### src/rtl/assert_macros.svh
// assertion macros for the rtl
`ifndef ASSERT_MACROS_SVH
`define ASSERT_MACROS_SVH
`ifndef SYNTHESIS
`define ASSERT_CLK(label, clk, rst_n, prop) \
    label: assert property (@(posedge clk) disable iff (!rst_n) (prop)) \
        else $error("assertion failed");
`define ASSERT_ALWAYS(label, clk, prop) \
    label: assert property (@(posedge clk) (prop)) else $error("assertion failed");
`else
`define ASSERT_CLK(label, clk, rst_n, prop)
`define ASSERT_ALWAYS(label, clk, prop)
`endif
`endif

### src/rtl/trfe_pkg.sv
// ----------------------------------------------------------------------------
// trfe_pkg
// types and constants of the record field extractor
// ----------------------------------------------------------------------------
package trfe_pkg;

    localparam int unsigned QUEUE_DEPTH = 2;

    typedef enum logic [2:0] {
        ST_OK        = 3'd0,
        ST_NOT_FOUND = 3'd1,
        ST_UNSUPP    = 3'd2,
        ST_BAD_LEN   = 3'd3,
        ST_TOO_SMALL = 3'd4,
        ST_TRUNC     = 3'd5
    } t_status;

    typedef enum logic [2:0] {
        CFG_FIELD_COUNT  = 3'd0,
        CFG_SPARSE_COUNT = 3'd1,
        CFG_TYPE_TABLE   = 3'd2,
        CFG_TARGET       = 3'd3,
        CFG_MAX_OUT      = 3'd4
    } t_cfg_idx;

    typedef enum logic [3:0] {
        TY_BYTE   = 4'd0,
        TY_SHORT  = 4'd1,
        TY_INT    = 4'd2,
        TY_LONG   = 4'd3,
        TY_STRING = 4'd4,
        TY_BINARY = 4'd5,
        TY_BOOL   = 4'd6,
        TY_FIXED  = 4'd7
    } t_type;

    typedef struct packed {
        logic [7:0] record_byte;
        logic       last_byte;
    } t_in;

    typedef struct packed {
        logic [7:0] value_byte;
        logic       value_valid;
        logic       done_res;
        logic [2:0] status;
    } t_out;

endpackage

### src/rtl/trfe_if.sv
// ----------------------------------------------------------------------------
// trfe_if
// valid / ready channel carrying a payload
// ----------------------------------------------------------------------------
interface trfe_if #(
    parameter int unsigned WIDTH = 8
);
    logic             valid;
    logic             ready;
    logic [WIDTH-1:0] data;

    modport source (output valid, output data, input ready);
    modport sink (input valid, input data, output ready);
endinterface

### src/rtl/trfe_cfg_if.sv
// ----------------------------------------------------------------------------
// trfe_cfg_if
// configuration write channel
// ----------------------------------------------------------------------------
interface trfe_cfg_if;
    logic        valid;
    logic        ready;
    logic [2:0]  index;
    logic [63:0] data;

    modport source (output valid, output index, output data, input ready);
    modport sink (input valid, input index, input data, output ready);
endinterface

### src/rtl/trfe_queue.sv
// ----------------------------------------------------------------------------
// trfe_queue
// short fifo between front and back part
// ----------------------------------------------------------------------------
module trfe_queue
    import trfe_pkg::*;
#(
    parameter int unsigned WIDTH = 9
) (
    input  logic             i_clk,
    input  logic             i_rst_n,
    input  logic             i_push,
    input  logic [WIDTH-1:0] i_data,
    output logic             o_full,
    input  logic             i_pop,
    output logic             o_empty,
    output logic [WIDTH-1:0] o_data
);
    logic [WIDTH-1:0] r_mem [QUEUE_DEPTH];
    logic             r_wp, r_rp;
    logic [1:0]       r_cnt;

    assign o_full  = (r_cnt == 2'(QUEUE_DEPTH));
    assign o_empty = (r_cnt == 2'd0);
    assign o_data  = r_mem[r_rp];

    always_ff @(posedge i_clk) begin
        if (i_push) begin
            r_mem[r_wp] <= i_data;
        end
        if (!i_rst_n) begin
            r_wp  <= 1'b0;
            r_rp  <= 1'b0;
            r_cnt <= 2'd0;
        end else begin
            if (i_push) r_wp <= ~r_wp;
            if (i_pop) r_rp <= ~r_rp;
            r_cnt <= r_cnt + 2'(i_push) - 2'(i_pop);
        end
    end
endmodule

### src/rtl/trfe_parser.sv
// ----------------------------------------------------------------------------
// trfe_parser
// back part: walks the record one byte a cycle while stepped and forms the result
// ----------------------------------------------------------------------------
`include "assert_macros.svh"
module trfe_parser
    import trfe_pkg::*;
#(
    parameter int unsigned MAX_FIELDS = 16
) (
    input  logic        i_clk,
    input  logic        i_rst_n,
    input  logic [4:0]  i_field_count,
    input  logic [4:0]  i_sparse_count,
    input  logic [63:0] i_type_table,
    input  logic [3:0]  i_target_index,
    input  logic [31:0] i_max_output_len,
    input  logic        i_step,
    input  t_in         i_item,
    output t_out        o_res
);
    typedef enum logic [2:0] {
        PH_START, PH_COUNT, PH_INDEX, PH_FIXED, PH_LEN, PH_BODY
    } t_phase;

    // position and limit reach sparse offset plus a full count byte
    t_phase      r_phase, n_phase;
    logic [8:0]  r_pos, n_pos;
    logic [8:0]  r_limit, n_limit;
    logic [3:0]  r_type, n_type;
    logic [31:0] r_left, n_left;
    logic [31:0] r_acc, n_acc;
    logic        r_tgt, n_tgt;
    logic        r_fin, n_fin;

    logic [4:0] fc;
    logic       sp;
    logic [4:0] so;
    assign fc = (i_field_count > 5'(MAX_FIELDS)) ? 5'(MAX_FIELDS) : i_field_count;
    assign sp = (i_sparse_count <= fc);
    assign so = fc - (sp ? i_sparse_count : 5'd0);

    function automatic logic [3:0] type_of(input logic [3:0] n, input logic [63:0] tt);
        type_of = tt[{n, 2'b00} +: 4];
    endfunction

    // one field boundary at most per byte, so enter/begin are plain logic
    always_comb begin
        logic       done;
        logic [2:0] st;
        logic       ent;
        logic [8:0] ei;
        logic       bg;
        logic [3:0] bt;
        logic       btg;
        logic [3:0] w;
        logic [7:0] b;
        logic [32:0] need;
        n_phase = r_phase; n_pos = r_pos; n_limit = r_limit; n_type = r_type;
        n_left = r_left; n_acc = r_acc; n_tgt = r_tgt; n_fin = r_fin;
        done = 1'b0; st = ST_OK; ent = 1'b0; ei = 9'd0;
        bg = 1'b0; bt = 4'd0; btg = 1'b0; w = 4'd0;
        b = i_item.record_byte;
        need = 33'd0;
        o_res = '0;

        // start of record: enter field 0 first, then handle the byte
        if (!r_fin && r_phase == PH_START) begin
            n_limit = {4'd0, fc};
            if ({1'b0, i_target_index} >= fc) begin
                done = 1'b1; st = ST_NOT_FOUND; n_fin = 1'b1;
            end else begin
                n_pos = 9'd0;
                if (sp && so == 5'd0) n_phase = PH_COUNT;
                else begin
                    bg = 1'b1; bt = type_of(4'd0, i_type_table);
                    btg = (i_target_index == 4'd0);
                end
            end
        end
        if (bg) begin
            // start-of-record begin field
            n_type = bt; n_tgt = btg;
            unique case (bt)
                TY_BYTE, TY_BOOL: w = 4'd1;
                TY_SHORT: w = 4'd2;
                TY_INT: w = 4'd4;
                TY_LONG: w = 4'd8;
                TY_FIXED: w = 4'd10;
                default: w = 4'd0;
            endcase
            if (bt == TY_STRING || bt == TY_BINARY) begin
                n_phase = PH_LEN; n_left = 32'd4; n_acc = 32'd0;
            end else if (w == 4'd0) begin
                done = 1'b1; st = ST_UNSUPP; n_fin = 1'b1;
            end else if (btg && i_max_output_len < 32'(w)) begin
                done = 1'b1; st = ST_TOO_SMALL; n_fin = 1'b1;
            end else begin
                n_phase = PH_FIXED; n_left = 32'(w);
            end
        end
        bg = 1'b0;

        if (!n_fin) begin
            unique case (n_phase)
                PH_COUNT: begin
                    n_limit = n_pos + 9'(b);
                    n_phase = PH_INDEX;
                end
                PH_INDEX: begin
                    bg = 1'b1; bt = type_of(b[3:0], i_type_table);
                    btg = (b == {4'd0, i_target_index});
                end
                PH_FIXED, PH_BODY: begin
                    if (n_tgt) begin
                        o_res.value_byte = b; o_res.value_valid = 1'b1;
                    end
                    if (n_left != 32'd0) n_left = n_left - 32'd1;
                    if (n_left == 32'd0) begin
                        if (n_tgt) begin
                            done = 1'b1; st = ST_OK; n_fin = 1'b1;
                        end else begin
                            ent = 1'b1; ei = n_pos + 9'd1;
                        end
                    end
                end
                PH_LEN: begin
                    if (n_left >= 32'd1 && n_left <= 32'd4)
                        n_acc = n_acc | (32'(b) << {(2'd0 - n_left[1:0]), 3'b000});
                    if (n_left != 32'd0) n_left = n_left - 32'd1;
                    if (n_left == 32'd0) begin
                        need = {1'b0, n_acc} + 33'(n_type == TY_STRING);
                        if (n_type == TY_STRING && n_acc[31]) begin
                            done = 1'b1; st = ST_BAD_LEN; n_fin = 1'b1;
                        end else if (n_tgt && {1'b0, i_max_output_len} < need) begin
                            done = 1'b1; st = ST_TOO_SMALL; n_fin = 1'b1;
                        end else if (n_acc == 32'd0) begin
                            if (n_tgt) begin
                                done = 1'b1; st = ST_OK; n_fin = 1'b1;
                            end else begin
                                ent = 1'b1; ei = n_pos + 9'd1;
                            end
                        end else begin
                            n_phase = PH_BODY; n_left = n_acc;
                        end
                    end
                end
                default: ;
            endcase
        end

        if (ent) begin
            n_pos = ei;
            if (ei >= n_limit) begin
                done = 1'b1; st = ST_NOT_FOUND; n_fin = 1'b1;
            end else if (sp && ei == {4'd0, so}) n_phase = PH_COUNT;
            else if (sp && ei > {4'd0, so}) n_phase = PH_INDEX;
            else begin
                bg = 1'b1; bt = type_of(ei[3:0], i_type_table);
                btg = (ei == {5'd0, i_target_index});
            end
        end
        if (bg) begin
            n_type = bt; n_tgt = btg;
            unique case (bt)
                TY_BYTE, TY_BOOL: w = 4'd1;
                TY_SHORT: w = 4'd2;
                TY_INT: w = 4'd4;
                TY_LONG: w = 4'd8;
                TY_FIXED: w = 4'd10;
                default: w = 4'd0;
            endcase
            if (bt == TY_STRING || bt == TY_BINARY) begin
                n_phase = PH_LEN; n_left = 32'd4; n_acc = 32'd0;
            end else if (w == 4'd0) begin
                done = 1'b1; st = ST_UNSUPP; n_fin = 1'b1;
            end else if (btg && i_max_output_len < 32'(w)) begin
                done = 1'b1; st = ST_TOO_SMALL; n_fin = 1'b1;
            end else begin
                n_phase = PH_FIXED; n_left = 32'(w);
            end
        end

        if (i_item.last_byte) begin
            if (!n_fin) begin
                done = 1'b1; st = ST_TRUNC;
            end
            n_phase = PH_START; n_pos = 9'd0; n_limit = 9'd0; n_type = 4'd0;
            n_left = 32'd0; n_acc = 32'd0; n_tgt = 1'b0; n_fin = 1'b0;
        end
        o_res.done_res = done;
        o_res.status = done ? st : 3'd0;
    end

    always_ff @(posedge i_clk) begin
        if (!i_rst_n) begin
            r_phase <= PH_START; r_pos <= '0; r_limit <= '0; r_type <= '0;
            r_left <= '0; r_acc <= '0; r_tgt <= 1'b0; r_fin <= 1'b0;
        end else if (i_step) begin
            r_phase <= n_phase; r_pos <= n_pos; r_limit <= n_limit; r_type <= n_type;
            r_left <= n_left; r_acc <= n_acc; r_tgt <= n_tgt; r_fin <= n_fin;
        end
    end

    `ASSERT_CLK(a_len_bound, i_clk, i_rst_n, (r_phase == PH_LEN) |-> (r_left <= 32'd4))
    `ASSERT_CLK(a_fin_restart, i_clk, i_rst_n, (i_step && i_item.last_byte) |=> !r_fin)
    `ASSERT_CLK(a_status_done, i_clk, i_rst_n, !o_res.done_res |-> (o_res.status == 3'd0))
endmodule

### src/rtl/typed_record_field_extractor.sv
// ----------------------------------------------------------------------------
// typed_record_field_extractor
// walks a serialized record by schema and emits the target field value
// ----------------------------------------------------------------------------
// path: request accepted into the queue, then popped through the parser into the result reg
// throughput: one byte per cycle while the output is not stalled, set by the single-byte parser step
// reset: synchronous active low, clears parser state, queue and config regs
`include "assert_macros.svh"
module typed_record_field_extractor
    import trfe_pkg::*;
#(
    parameter int unsigned MAX_FIELDS = 16
) (
    input  logic i_clk,
    input  logic i_rst_n,
    trfe_cfg_if.sink     cfg,
    trfe_if.sink         in_ch,
    trfe_if.source       out_ch
);
    logic [4:0]  r_field_count, r_sparse_count;
    logic [63:0] r_type_table;
    logic [3:0]  r_target;
    logic [31:0] r_max_out;

    assign cfg.ready = 1'b1;
    always_ff @(posedge i_clk) begin
        if (!i_rst_n) begin
            r_field_count <= '0; r_sparse_count <= '0; r_type_table <= '0;
            r_target <= '0; r_max_out <= '0;
        end else if (cfg.valid) begin
            unique case (cfg.index)
                CFG_FIELD_COUNT:  r_field_count <= cfg.data[4:0];
                CFG_SPARSE_COUNT: r_sparse_count <= cfg.data[4:0];
                CFG_TYPE_TABLE:   r_type_table <= cfg.data;
                CFG_TARGET:       r_target <= cfg.data[3:0];
                CFG_MAX_OUT:      r_max_out <= cfg.data[31:0];
                default: ;
            endcase
        end
    end

    // front: accept requests into the queue
    logic q_full, q_empty, q_pop, push;
    t_in  q_data;
    t_out res;
    t_out r_out;
    logic r_ov;

    assign in_ch.ready = !q_full;
    assign push = in_ch.valid && !q_full;
    assign q_pop = !q_empty && (!r_ov || out_ch.ready);

    trfe_queue #(.WIDTH($bits(t_in))) u_q (
        .i_clk(i_clk), .i_rst_n(i_rst_n),
        .i_push(push), .i_data(in_ch.data[$bits(t_in)-1:0]), .o_full(q_full),
        .i_pop(q_pop), .o_empty(q_empty), .o_data(q_data)
    );

    trfe_parser #(.MAX_FIELDS(MAX_FIELDS)) u_p (
        .i_clk(i_clk), .i_rst_n(i_rst_n),
        .i_field_count(r_field_count), .i_sparse_count(r_sparse_count),
        .i_type_table(r_type_table), .i_target_index(r_target),
        .i_max_output_len(r_max_out), .i_step(q_pop), .i_item(q_data), .o_res(res)
    );

    always_ff @(posedge i_clk) begin
        if (q_pop) r_out <= res;
        if (!i_rst_n) r_ov <= 1'b0;
        else if (q_pop) r_ov <= 1'b1;
        else if (out_ch.ready) r_ov <= 1'b0;
    end
    assign out_ch.valid = r_ov;
    assign out_ch.data = r_out;

    `ASSERT_CLK(a_no_overrun, i_clk, i_rst_n, (r_ov && !out_ch.ready) |-> !q_pop)
    `ASSERT_CLK(a_pop_nonempty, i_clk, i_rst_n, q_pop |-> !q_empty)
    `ASSERT_CLK(a_out_hold, i_clk, i_rst_n, (r_ov && !out_ch.ready) |=> $stable(r_out))
endmodule

### src/flat_wrapper.sv
// flat-port wrapper written by rule: the top's interface ports become plain ports
module typed_record_field_extractor_flat import trfe_pkg::*;
#(
    parameter int unsigned MAX_FIELDS = 16
)
  (i_clk, i_rst_n, cfg_valid, cfg_index, cfg_data, cfg_ready, in_ch_valid, in_ch_data, in_ch_ready, out_ch_valid, out_ch_data, out_ch_ready);
  trfe_cfg_if cfg_i ();
  trfe_if #(.WIDTH($bits(t_in))) in_ch_i ();
  trfe_if #(.WIDTH($bits(t_out))) out_ch_i ();
  input  logic i_clk;
  input  logic i_rst_n;
  input wire logic [$bits(cfg_i.valid)-1:0] cfg_valid;
  input wire logic [$bits(cfg_i.index)-1:0] cfg_index;
  input wire logic [$bits(cfg_i.data)-1:0] cfg_data;
  output wire logic [$bits(cfg_i.ready)-1:0] cfg_ready;
  input wire logic [$bits(in_ch_i.valid)-1:0] in_ch_valid;
  input wire logic [$bits(in_ch_i.data)-1:0] in_ch_data;
  output wire logic [$bits(in_ch_i.ready)-1:0] in_ch_ready;
  output wire logic [$bits(out_ch_i.valid)-1:0] out_ch_valid;
  output wire logic [$bits(out_ch_i.data)-1:0] out_ch_data;
  input wire logic [$bits(out_ch_i.ready)-1:0] out_ch_ready;
  assign cfg_i.valid = cfg_valid;
  assign cfg_i.index = cfg_index;
  assign cfg_i.data = cfg_data;
  assign cfg_ready = cfg_i.ready;
  assign in_ch_i.valid = in_ch_valid;
  assign in_ch_i.data = in_ch_data;
  assign in_ch_ready = in_ch_i.ready;
  assign out_ch_valid = out_ch_i.valid;
  assign out_ch_data = out_ch_i.data;
  assign out_ch_i.ready = out_ch_ready;
  typed_record_field_extractor #(.MAX_FIELDS(MAX_FIELDS)) u_core (.i_clk(i_clk), .i_rst_n(i_rst_n), .cfg(cfg_i), .in_ch(in_ch_i), .out_ch(out_ch_i));
endmodule
### config.mk
export PLATFORM = sky130hd
export DESIGN_NAME = typed_record_field_extractor_flat
export DESIGN_NICKNAME = d
export VERILOG_FILES = /design/src/rtl/trfe_pkg.sv /design/src/rtl/trfe_if.sv /design/src/rtl/trfe_cfg_if.sv /design/src/rtl/trfe_queue.sv /design/src/rtl/trfe_parser.sv /design/src/rtl/typed_record_field_extractor.sv /design/src/flat_wrapper.sv
export VERILOG_INCLUDE_DIRS = /design/src /design/src/rtl
export SDC_FILE = /design/constraint.sdc
export NUM_CORES = 1
export LEC_CHECK = 0
export ABC_AREA = 1
export ABC_CLOCK_PERIOD_IN_PS = 9300
export BUFFER_PORTS_ARGS = -buffer_cell sky130_fd_sc_hd__buf_2
export CAP_MARGIN = 20
export CORE_MARGIN = 5
export CORE_UTILIZATION = 25
export CTS_BUF_LIST = sky130_fd_sc_hd__clkbuf_4 sky130_fd_sc_hd__clkbuf_8 sky130_fd_sc_hd__clkbuf_16
export CTS_CLUSTER_SIZE = 16
export DETAILED_ROUTE_END_ITERATION = 7
export PLACE_DENSITY = 0.41
export SETUP_SLACK_MARGIN = 0.5
export SLEW_MARGIN = 30
export SYNTH_ARGS = -nofsm -noshare
export SYNTH_HDL_FRONTEND = slang
export SYNTH_SLANG_ARGS = --single-unit
### constraint.sdc
create_clock -name i_clk -period 9.3 [get_ports i_clk]
set_input_delay 1.395 -clock i_clk [delete_from_list [all_inputs] [get_ports i_clk]]
set_output_delay 1.395 -clock i_clk [all_outputs]
set_load 0.02 [all_outputs]
==> out/metrics.yaml, run 1 <==
place:
  place_hpwl_mm: 59.96
  detailedPlace.worstSlack_ns: -1.169
  gp_congestion: 0.9014
  buffer_ports.inserted: 95
synth:
  post_synth_num_cell_types: 61
  netlist_instances: 2782
  synth_async_sr_flop_share: 0
  post_synth_most_frequent_cells: "681 x nand2_1, 339 x nor2_1, 246 x a21oi_1"
  yosysSeqAreaShare: 0.2846
  ys_warn_count: 0
  synth_area_per_cell_um2: 6.411
  synth-edff-count: 31
  synth-seq-cells: 238
  share_of_the_synthesized_area_in_the_top_cell_type: 0.2324
  cell_types_occupying_the_most_area_after_synthesis: "dfxtp_1 23%, nand2_1 14%, nor2_1 7.1%"
  dominantRegCellSynth: "dfxtp_1"
  synth_most_common_cell: "nand2_1"
  total_nets_after_synthesis: 2942
  syn_area_um2: 17830
  synth_top_area_cell: "dfxtp_1"
cts:
  clock_tree.root_cell: "clkbuf_16"
  clock_tree_from_tritoncts: "built"
  cts_buffers: 29
  clockBufferDepth: 3
  clk_pin_slew_worst_paths_ns: 0.06
  cts.htree.levels: 1
  worstSkewPairLatency_ns: 0.59
  clock_sink_count: 238
sta:
  report.final.setup_viol: 39
  final.setup_skew_ns: 0.02325
  finalSetupTns_ns: -10.67
  rsz0062_at_grt: "true"
  report.final.slew_viol_count: 0
  post-route-min-period_ns: 9.714
  final-hold-violation-count: 0
  achievable-frequency_ghz: 0.1029
  final_min_period_over_clock_period: 1.045
  worst_slew_margin_rel: 0.3514
  worst-slew-pin-transition_ns: 0.9603
  hold_slack_ns: 0.4538
  timing.final.ws_setup_ns: -0.4145
pwr:
  power.total_w: 0.006260
  internal_power_w: 0.003319
  sw_frac_of_total: 0.4697
  static-leakage-power_nw: 11.56
  power.clock.fraction: 0.193
  sequential_fraction_of_design_power: 0.187
  power_frac_comb: 0.620
  power.density_nw_per_um2: 246.8
  sw_power_w: 0.002941
  ir_worst_vdd_mv: 0.1763
run_status:
  violations_in_the_final_reports: "negative setup slack"
  outcome: "finished, violations left"
floorplan:
  die-width_um: 277.1
  placementRows: 98
  dieArea_um2: 76780
  core_um2: 71120
  die_h_um: 277.1
  pin_count: 97
  initial_core_util: 0.2508
detailed_routing:
  average_routed_wire_per_standard_cell_um: 19.12
  route.vias.total: 21260
  first_pass_drt_iterations: 6
  number_of_violations_reported_at_the_end_of_detailed_routing_iteration_0: 1498
  drt-total-wl_mm: 81.56
  drc: 0
  antenna_violating_nets_post_route: 0
  drt-vias-per-instance: 4.984
grt:
  grt.total_usage: 0.2004
  use_met2: 0.3342
  maximum_number_of_pins_on_one_net_before_global_route_repair: 114
  grt_use_met1: 0.2821
  via_count_of_the_first_global_routing_pass: 20940
  grt-ovfl-total: 0
  antenna_violations_before_repair: 1
  grt_util_met3: 0.01686
  grt.busiest_layer: "met2"
  grt_first_pass_wirelength_mm: 123.3
worst_setup_path:
  crit_path_start_kind: "register"
  critPathCaptureType: "register"
  timing.critical_path.mode_cell: "buf_4"
  crit_slowest_cell: "fa_2"
  cp.arrival_ns: 10.00
  timing.critical_path.slowest_cell_delay_ns: 0.35
  cp.required_ns: 9.59
  critPathMaxFanout: 6
  timing_worst_setup_path_type: "reg -> reg"
hold_path:
  worstHoldPathType: "reg -> reg"
finish:
  drive_above_1_share: 0.2934
  diodes: 0
  finish.net_count: 3454
  area_growth_pct: 42.23
job:
  maxCapViolations: 0
[power by group through the flow]
stage	Combinational (W)	Sequential, W	Clock, W
floorplan	0.00180	0.00121	0
global placement	0.00341	0.00119	0
detailed placement	0.00343	0.00119	0
CTS	0.00372	0.00117	0.00124
global route	0.00419	0.00118	0.00127
finish	0.00388	0.00117	0.00121
[path summary, 6_finish.rpt]
path | start | endpoint | slack, ns | cells after the start
hold reg to reg | u_core.u_q.r_rp$_SDFFE_PN0P_ | register | 0.45 | 1
hold / removal | u_core.u_q.r_rp$_SDFFE_PN0P_ | register | 0.45 | 1
setup reg to reg | u_core.r_field_count[3]$_SDFFE_PN0P_ | u_core.out_ch.data[3]$_DFFE_PP_ | -0.41 | 76
setup / recovery | u_core.r_field_count[3]$_SDFFE_PN0P_ | u_core.out_ch.data[3]$_DFFE_PP_ | -0.41 | 76
[cell families after synthesis]
| family | share of synthesized area |
|---|---|
| and+or+nand+nor | 0.3449 |
| muxes | 0.0005613 |
| xor gates and xnor gates | 0.01866 |
| DFF | 0.2846 |
| AOI/OAI and AO/OA | 0.2057 |
| other | 0.0002103 |
| buffers and inverters | 0.08917 |
| adders and majority gates | 0.05626 |
[cell type report]
class,instances,area (um^2)
inverter,254,962.2
clock inverter,16,173.9
sequential,238,5081
fill,7705,45750
timing repair buffer,613,4838
multi-input combinational,2158,12300
tap,950,1189
clock buffer,37,822.0
[critical path, delay by kind of cell (launching register included)]
family	cells	cell delay, ns
buf+inv	43	4.99
simple gates	26	2.73
fa+ha+maj	4	0.99
compound gates	3	0.33
flops	1	0.32
[through the flow]
step	cell area, um^2	util	instances
CTS	24650	0.3466	4244
floorplan	18040	-	2782
global route	25370	0.3567	4266
detailed placement	22220	0.3124	4093
finish	25370	0.3567	4266
global placement	22220	0.3124	4093
[sequential cells by signal (all words and copies together), names as in the netlist, named ones only]
name,flops
u_core.u_p.r_left,32
u_core.r_max_out,32
u_core.r_sparse_count,5
u_core.u_q.r_wp,1
u_core.u_p.r_acc,32
u_core.u_q.r_rp,1
u_core.u_q.r_mem,18
u_core.u_p.r_limit,9
u_core.u_p.r_phase,3
u_core.u_p.r_tgt,1
u_core.r_target,4
u_core.u_p.r_fin,1
u_core.r_field_count,5
u_core.out_ch.data,13
u_core.u_q.r_cnt,2
u_core.u_p.r_type,4
u_core.r_type_table,64
u_core.out_ch.valid,1
u_core.u_p.r_pos,9
[placed cells by master (no fill, tap or decap), drive strengths merged, types with 35 or more instances in the layout]
cell,count
nand2,707
ha,77
buf,611
nor2,360
o21ai,260
dfxtp,207
o211ai,44
nand3,191
a21oi,248
clkbuf,39
nand4,69
inv,250
xor2,35
[timing repair]
action                                  4_1_cts  5_1_grt
hold endpoints to repair                      0        0
hold buffers                                  0        0
endpoints found under the setup margin       77       77
pin swaps                                   105       92
setup buffers                                92       19
gates resized for setup                     136      115
cloned                                        6        3
[metal layers]
layer | up-vias | wire length (um)
met5 | - | 0
li1 | 10450 | -
met4 | 0 | 2216
met1 | 10100 | 38190
met3 | 112 | 3908
met2 | 595 | 37250
Power figures use the tool's default switching activity.
==> run 2: changes to the inputs <==
--- a/config.mk
+++ b/config.mk
@@ -7,7 +7,7 @@
 export NUM_CORES = 1
 export LEC_CHECK = 0
 export ABC_AREA = 1
-export ABC_CLOCK_PERIOD_IN_PS = 9300
+export ABC_CLOCK_PERIOD_IN_PS = 8480
 export BUFFER_PORTS_ARGS = -buffer_cell sky130_fd_sc_hd__buf_2
 export CAP_MARGIN = 20
 export CORE_MARGIN = 5
@@ -16,6 +16,7 @@
 export CTS_CLUSTER_SIZE = 16
 export DETAILED_ROUTE_END_ITERATION = 7
 export PLACE_DENSITY = 0.41
+export REMOVE_ABC_BUFFERS = 1
 export SETUP_SLACK_MARGIN = 0.5
 export SLEW_MARGIN = 30
 export SYNTH_ARGS = -nofsm -noshare
==> constraint.sdc (replaced) <==
create_clock -name i_clk -period 8.48 [get_ports i_clk]
set_input_delay 1.272 -clock i_clk [delete_from_list [all_inputs] [get_ports i_clk]]
set_output_delay 1.272 -clock i_clk [all_outputs]
set_load 0.02 [all_outputs]
==> out/metrics.yaml, run 2 (synthesis results as in run 1) <==
place:
  gp_congestion: 0.9034  # was 0.9014
  buffer_ports.inserted: 95  # unchanged
  detailedPlace.worstSlack_ns: -1.665  # was -1.169 ns
  place_hpwl_mm: 60.63  # was 59.96 mm
pwr:
  power_frac_comb: 0.615  # was 0.620
  static-leakage-power_nw: 12.48  # was 11.56 nW
  power.density_nw_per_um2: 278.2  # was 246.8 nW/um^2
  ir_worst_vdd_mv: 0.1826  # was 0.1763 mV
  power.total_w: 0.007515  # was 0.006260 W
  sw_power_w: 0.003407  # was 0.002941 W
  sw_frac_of_total: 0.4534  # was 0.4697
  sequential_fraction_of_design_power: 0.171  # was 0.187
  internal_power_w: 0.004108  # was 0.003319 W
  power.clock.fraction: 0.215  # was 0.193
run_status:
  outcome: "finished, violations left"  # unchanged
  violations_in_the_final_reports: "negative setup slack"  # unchanged
sta:
  final-hold-violation-count: 0  # unchanged
  report.final.slew_viol_count: 0  # unchanged
  final.setup_skew_ns: 0.03330  # was 0.02325 ns
  report.final.setup_viol: 71  # was 39
  rsz0062_at_grt: "true"  # unchanged
  worst-slew-pin-transition_ns: 0.8589  # was 0.9603 ns
  final_min_period_over_clock_period: 1.118  # was 1.045
  hold_slack_ns: 0.4500  # was 0.4538 ns
  timing.final.ws_setup_ns: -0.9998  # was -0.4145 ns
  achievable-frequency_ghz: 0.1055  # was 0.1029 GHz
  worst_slew_margin_rel: 0.4253  # was 0.3514
  post-route-min-period_ns: 9.480  # was 9.714 ns
floorplan:
  dieArea_um2: 76780  # unchanged
  initial_core_util: 0.2508  # unchanged
  die-width_um: 277.1  # unchanged
  pin_count: 97  # unchanged
  die_h_um: 277.1  # unchanged
  core_um2: 71120  # unchanged
  placementRows: 98  # unchanged
worst_setup_path:
  timing.reg2reg.setup_slack_ns: -1.0  # was -0.41 ns
  critPathMaxFanout: 6  # unchanged
  critPathCaptureType: "register"  # unchanged
  cp.required_ns: 8.87  # was 9.59 ns
  r2r.worst_path.cells: 71  # was 76
  cp.arrival_ns: 9.87  # was 10.00 ns
  timing_worst_setup_path_type: "reg -> reg"  # unchanged
  timing.critical_path.slowest_cell_delay_ns: 0.37  # was 0.35 ns
  r2r_end: "u_core.u_p.r_left[29]$_SDFFE_PN0P_"  # was u_core.out_ch.data[3]$_DFFE_PP_
  crit_path_end: "u_core.u_p.r_left[29]$_SDFFE_PN0P_"  # was u_core.out_ch.data[3]$_DFFE_PP_
  critical_path.reg2reg.startpoint: "u_core.r_field_count[4]$_SDFFE_PN0P_"  # was u_core.r_field_count[3]$_SDFFE_PN0P_
  crit_slowest_cell: "dfxtp_4"  # was fa_2
  crit_path_start_kind: "register"  # unchanged
  setup.worst_path.start: "u_core.r_field_count[4]$_SDFFE_PN0P_"  # was u_core.r_field_count[3]$_SDFFE_PN0P_
cts:
  clock_sink_count: 238  # unchanged
  clk_pin_slew_worst_paths_ns: 0.06  # about the same
  clockBufferDepth: 3  # unchanged
  cts.htree.levels: 2  # was 1
  clock_tree_from_tritoncts: "built"  # unchanged
  cts_buffers: 35  # was 29
  worstSkewPairLatency_ns: 0.57  # was 0.59 ns
  clock_tree.root_cell: "clkbuf_16"  # unchanged
hold_path:
  worstHoldPathType: "reg -> reg"  # unchanged
  holdPathStages: 1  # unchanged
grt:
  grt_first_pass_wirelength_mm: 124.2  # was 123.3 mm
  grt-ovfl-total: 0  # unchanged
  grt.total_usage: 0.2030  # was 0.2004
  maximum_number_of_pins_on_one_net_before_global_route_repair: 81  # was 114
  via_count_of_the_first_global_routing_pass: 20680  # was 20940
  antenna_violations_before_repair: 0  # was 1
detailed_routing:
  route.vias.total: 21820  # was 21260
  average_routed_wire_per_standard_cell_um: 19.38  # was 19.12 um
  antenna_violating_nets_post_route: 0  # unchanged
  number_of_violations_reported_at_the_end_of_detailed_routing_iteration_0: 1828  # was 1498
  first_pass_drt_iterations: 6  # unchanged
  drt-total-wl_mm: 84.65  # was 81.56 mm
  drt-vias-per-instance: 4.995  # was 4.984
  drc: 0  # unchanged
finish:
  finish.net_count: 3552  # was 3454
  area_growth_pct: 51.49  # was 42.23%
  commonest_non_fill_non_tap_cells_in_the_layout: "592 x nand2_1, 530 x buf_4, 284 x nor2_1"  # was 645 x nand2_1, 469 x buf_4, 304 x nor2_1
  largest_register: "u_core.r_type_table"  # unchanged
  largest_register_ff_count: 64  # unchanged
  n_fill_cell: 7558  # was 7705
  layout_commonest_cell: "nand2_1"  # unchanged
  drive_above_1_share: 0.3423  # was 0.2934
  diodes: 0  # unchanged
job:
  maxCapViolations: 0  # unchanged
-- run 2: final cells by class --
type	instances	area (um^2)	area share
multi-input combinational	2158	12830	0.4748
timing repair buffer	705	5707	0.2112
sequential	238	5081	0.1881
tap	950	1189	0.04400
clock buffer	46	1006	0.03723
inverter	254	967.2	0.03580
clock inverter	17	239.0	0.008845
-- run 2: per-stage QoR --
step	std cells	utilization	area (um^2)	TNS (ns)
finish	4368	0.3799	27020	-51.79
global route	4368	0.3799	27020	-90.77
CTS	4310	0.3567	25370	-39.83
detailed placement	4178	0.3192	22700	-88.24
global placement	4178	0.3191	22700	-81.69
floorplan	2648	-	17200	-135.88
-- run 2: power by group through the flow --
stage / sequential [W] / combinational, W / clock, W
finish: 0.00128 / 0.00462 / 0.00161
global route: 0.00129 / 0.00496 / 0.00170
CTS: 0.00128 / 0.00413 / 0.00166
detailed placement: 0.00131 / 0.00384 / 0
global placement: 0.00131 / 0.00383 / 0
floorplan: 0.00133 / 0.00180 / 0
-- run 2: worst min-delay path by stage --
stage / start / endpoint / slack, ns
2_1_floorplan: u_core.u_q.r_rp$_SDFFE_PN0P_ / register / 0.43
3_3_place_gp: u_core.u_q.r_rp$_SDFFE_PN0P_ / u_core.u_q.r_rp$_SDFFE_PN0P_ / 0.44
3_5_place_dp: u_core.u_q.r_rp$_SDFFE_PN0P_ / u_core.u_q.r_rp$_SDFFE_PN0P_ / 0.44
4_1_cts: u_core.u_q.r_rp$_SDFFE_PN0P_ / u_core.u_q.r_rp$_SDFFE_PN0P_ / 0.45
5_1_grt: u_core.u_p.r_limit[8]$_SDFFE_PN0P_ / u_core.u_p.r_limit[8]$_SDFFE_PN0P_ / 0.47
6_report: u_core.u_q.r_rp$_SDFFE_PN0P_ / u_core.u_q.r_rp$_SDFFE_PN0P_ / 0.45
-- run 2: critical path: cells and delay by family, from the launching register on --
kind	cells	cell delay [ns]
compound gates	15	1.85
fa+ha+maj	6	1.56
xor+xnor	2	0.25
simple gates	36	3.73
buf+inv	12	1.53
flops	1	0.37
-- run 2: what timing repair did --
item,4_1_cts,5_1_grt
buffers inserted,67,44
cloned,2,14
resized for setup,203,263
endpoints found under the setup margin,77,77
pin swaps,88,167
hold buffers,0,0
-- run 2: per-layer routing --
| metal | vias up | share of wire | GRT usage |
|---|---|---|---|
| met5 | - | 0 | 0 |
| met4 | 0 | 0.034 | 0.06142 |
| met3 | 141 | 0.046 | 0.02099 |
| met2 | 641 | 0.48 | 0.3529 |
| met1 | 10390 | 0.44 | 0.2664 |
| li1 | 10640 | - | - |
==> run 3: changes to the inputs <==
--- a/config.mk
+++ b/config.mk
@@ -15,7 +15,7 @@
 export CTS_BUF_LIST = sky130_fd_sc_hd__clkbuf_4 sky130_fd_sc_hd__clkbuf_8 sky130_fd_sc_hd__clkbuf_16
 export CTS_CLUSTER_SIZE = 16
 export DETAILED_ROUTE_END_ITERATION = 7
-export PLACE_DENSITY = 0.41
+export PLACE_DENSITY = 0.47
 export REMOVE_ABC_BUFFERS = 1
 export SETUP_SLACK_MARGIN = 0.5
 export SLEW_MARGIN = 30
==> out/metrics.yaml, run 3 (synthesis results as in run 1) <==
run_status:
  outcome: "finished, violations left"  # unchanged
  violations_in_the_final_reports: "negative setup slack"  # unchanged
detailed_routing:
  drt-total-wl_mm: 80.76  # was 84.65 mm
  route.vias.total: 21530  # was 21820
  antenna_violating_nets_post_route: 0  # unchanged
  number_of_violations_reported_at_the_end_of_detailed_routing_iteration_0: 1602  # was 1828
  drt-vias-per-instance: 4.916  # was 4.995
  average_routed_wire_per_standard_cell_um: 18.44  # was 19.38 um
  first_pass_drt_iterations: 5  # was 6
  drc: 0  # unchanged
worst_setup_path:
  timing.critical_path.mode_cell: "buf_4"
  timing.critical_path.slowest_cell_delay_ns: 0.38  # was 0.37 ns
  crit_path_start_kind: "register"  # unchanged
  critPathMaxFanout: 7  # was 6
  critPathCaptureType: "register"  # unchanged
  cp.required_ns: 8.94  # was 8.87 ns
  crit_slowest_cell: "dfxtp_4"  # unchanged
  timing_worst_setup_path_type: "reg -> reg"  # unchanged
  cp.arrival_ns: 10.24  # was 9.87 ns
finish:
  largest_register: "u_core.r_type_table"  # unchanged
  diodes: 0  # unchanged
  postLayoutCellArea_um2: 26590  # was 27020 um^2
  drive_above_1_share: 0.3214  # was 0.3423
  finish.net_count: 3566  # was 3552
  largest_register_ff_count: 64  # unchanged
  commonest_non_fill_non_tap_cells_in_the_layout: "640 x nand2_1, 558 x buf_4, 301 x nor2_1"  # was 592 x nand2_1, 530 x buf_4, 284 x nor2_1
  area_growth_pct: 49.08  # was 51.49%
  layout_commonest_cell: "nand2_1"  # unchanged
pwr:
  power.density_nw_per_um2: 281.2  # was 278.2 nW/um^2
  static-leakage-power_nw: 12.21  # was 12.48 nW
  internal_power_w: 0.004041  # was 0.004108 W
  ir_worst_vdd_mv: 0.1915  # was 0.1826 mV
  sw_frac_of_total: 0.4594  # was 0.4534
  sw_power_w: 0.003434  # was 0.003407 W
  power_frac_comb: 0.638  # was 0.615
  sequential_fraction_of_design_power: 0.172  # was 0.171
  power.clock.fraction: 0.190  # was 0.215
cts:
  clockBufferDepth: 3  # unchanged
  worstSkewPairLatency_ns: 0.62  # was 0.57 ns
  clock_tree_from_tritoncts: "built"  # unchanged
  cts_buffers: 31  # was 35
  clock_tree.root_cell: "clkbuf_16"  # unchanged
  clk_pin_slew_worst_paths_ns: 0.07  # was 0.06 ns
  clock_sink_count: 238  # unchanged
  cts.htree.levels: 1  # was 2
floorplan:
  dieArea_um2: 76780  # unchanged
  initial_core_util: 0.2508  # unchanged
  die-width_um: 277.1  # unchanged
  placementRows: 98  # unchanged
  die_h_um: 277.1  # unchanged
  core_um2: 71120  # unchanged
  pin_count: 97  # unchanged
sta:
  report.final.setup_viol: 71  # unchanged
  post-route-min-period_ns: 9.774  # was 9.480 ns
  achievable-frequency_ghz: 0.1023  # was 0.1055 GHz
  worst-slew-pin-transition_ns: 0.9711  # was 0.8589 ns
  timing.final.ws_setup_ns: -1.294  # was -0.9998 ns
  report.final.slew_viol_count: 0  # unchanged
  final.setup_skew_ns: 0.02238  # was 0.03330 ns
  rsz0062_at_grt: "true"  # unchanged
  final_min_period_over_clock_period: 1.153  # was 1.118
  worst_slew_margin_rel: 0.3441  # was 0.4253
  final-hold-violation-count: 0  # unchanged
place:
  place_hpwl_mm: 56.34  # was 60.63 mm
  buffer_ports.inserted: 95  # unchanged
  detailedPlace.worstSlack_ns: -1.714  # was -1.665 ns
  detailed_place.area_um2: 22520  # was 22700 um^2
  gp_congestion: 0.9164  # was 0.9034
grt:
  via_count_of_the_first_global_routing_pass: 20450  # was 20680
  grt_first_pass_wirelength_mm: 120.1  # was 124.2 mm
  antenna_violations_before_repair: 0  # unchanged
  maximum_number_of_pins_on_one_net_before_global_route_repair: 78  # was 81
  grt-ovfl-total: 0  # unchanged
  grt.total_usage: 0.1961  # was 0.2030
hold_path:
  worstHoldPathType: "reg -> reg"  # unchanged
job:
  maxCapViolations: 0  # unchanged
==> run 3: per-layer routing <==
metal  global-route usage  wire length, um  vias to the layer above
met5                    0                0                        -
met1               0.2496            34450                     9967
met4              0.07964             3653                        0
li1                     -                -                    10690
met3              0.02816             4468                      178
met2               0.3343            38190                      690
==> run 3: repair_timing <==
action | in CTS | in global routing
cloned | 10 | 7
setup buffers | 116 | 32
resized for setup | 199 | 150
hold endpoints to repair | 0 | 0
hold buffers | 0 | 0
endpoints found under the setup margin | 77 | 77
pin swaps | 97 | 120
==> run 3: path summary, 6_finish.rpt <==
| check | slack [ns] | cells past startpoint | to | from |
|---|---|---|---|---|
| worst max-delay path | -1.29 | 78 | u_core.u_p.r_left[0]$_SDFFE_PN0P_ | u_core.r_field_count[4]$_SDFFE_PN0P_ |
| worst max register to register | -1.29 | 78 | u_core.u_p.r_left[0]$_SDFFE_PN0P_ | u_core.r_field_count[4]$_SDFFE_PN0P_ |
| worst min register to register | 0.45 | 1 | register | u_core.u_q.r_rp$_SDFFE_PN0P_ |
| worst min-delay path | 0.45 | 1 | register | u_core.u_q.r_rp$_SDFFE_PN0P_ |
==> run 3: final cells by class <==
| class | count | area, um^2 |
|---|---|---|
| fillers | 7686 | 44530 |
| multi-input cells | 2156 | 12380 |
| repair buffers | 725 | 5887 |
| flip-flops and latches | 238 | 5081 |
| well taps | 950 | 1189 |
| inverters | 254 | 970.9 |
| clock buffers | 35 | 824.5 |
| clock inverters | 21 | 252.7 |
==> run 3: power by group through the flow <==
stage	clock network [W]	logic, W	registers [W]
floorplan	0	0.00180	0.00133
global placement	0	0.00376	0.00131
detailed placement	0	0.00375	0.00131
CTS	0.00146	0.00441	0.00128
global route	0.00150	0.00510	0.00129
finish	0.00142	0.00477	0.00128
==> run 3: stage by stage <==
step | cells | setup TNS, ns | total power (W) | hold WS [ns] | util
2_1_floorplan | 2648 | -135.88 | 0.003125 | 0.4255 | -
3_3_place_gp | 4158 | -90.94 | 0.005071 | 0.4373 | 0.3166
4_1_cts | 4340 | -45.18 | 0.007150 | 0.4548 | 0.3587
5_1_grt | 4379 | -102.47 | 0.007892 | 0.4649 | 0.3739
6_report | 4379 | -61.37 | 0.007476 | 0.4529 | 0.3739
3_5_place_dp | 4158 | -97.97 | 0.005057 | 0.4433 | 0.3166
==> run 3: worst max-delay path: cells and delay by family (launching register included) <==
family	cells	cell delay [ns]
AND/OR/NAND/NOR	26	2.53
buffers and inverters	40	4.88
flip-flops	1	0.38
adder cells (fa/ha/maj)	4	1.10
AO/OA/AOI/OAI	8	0.67
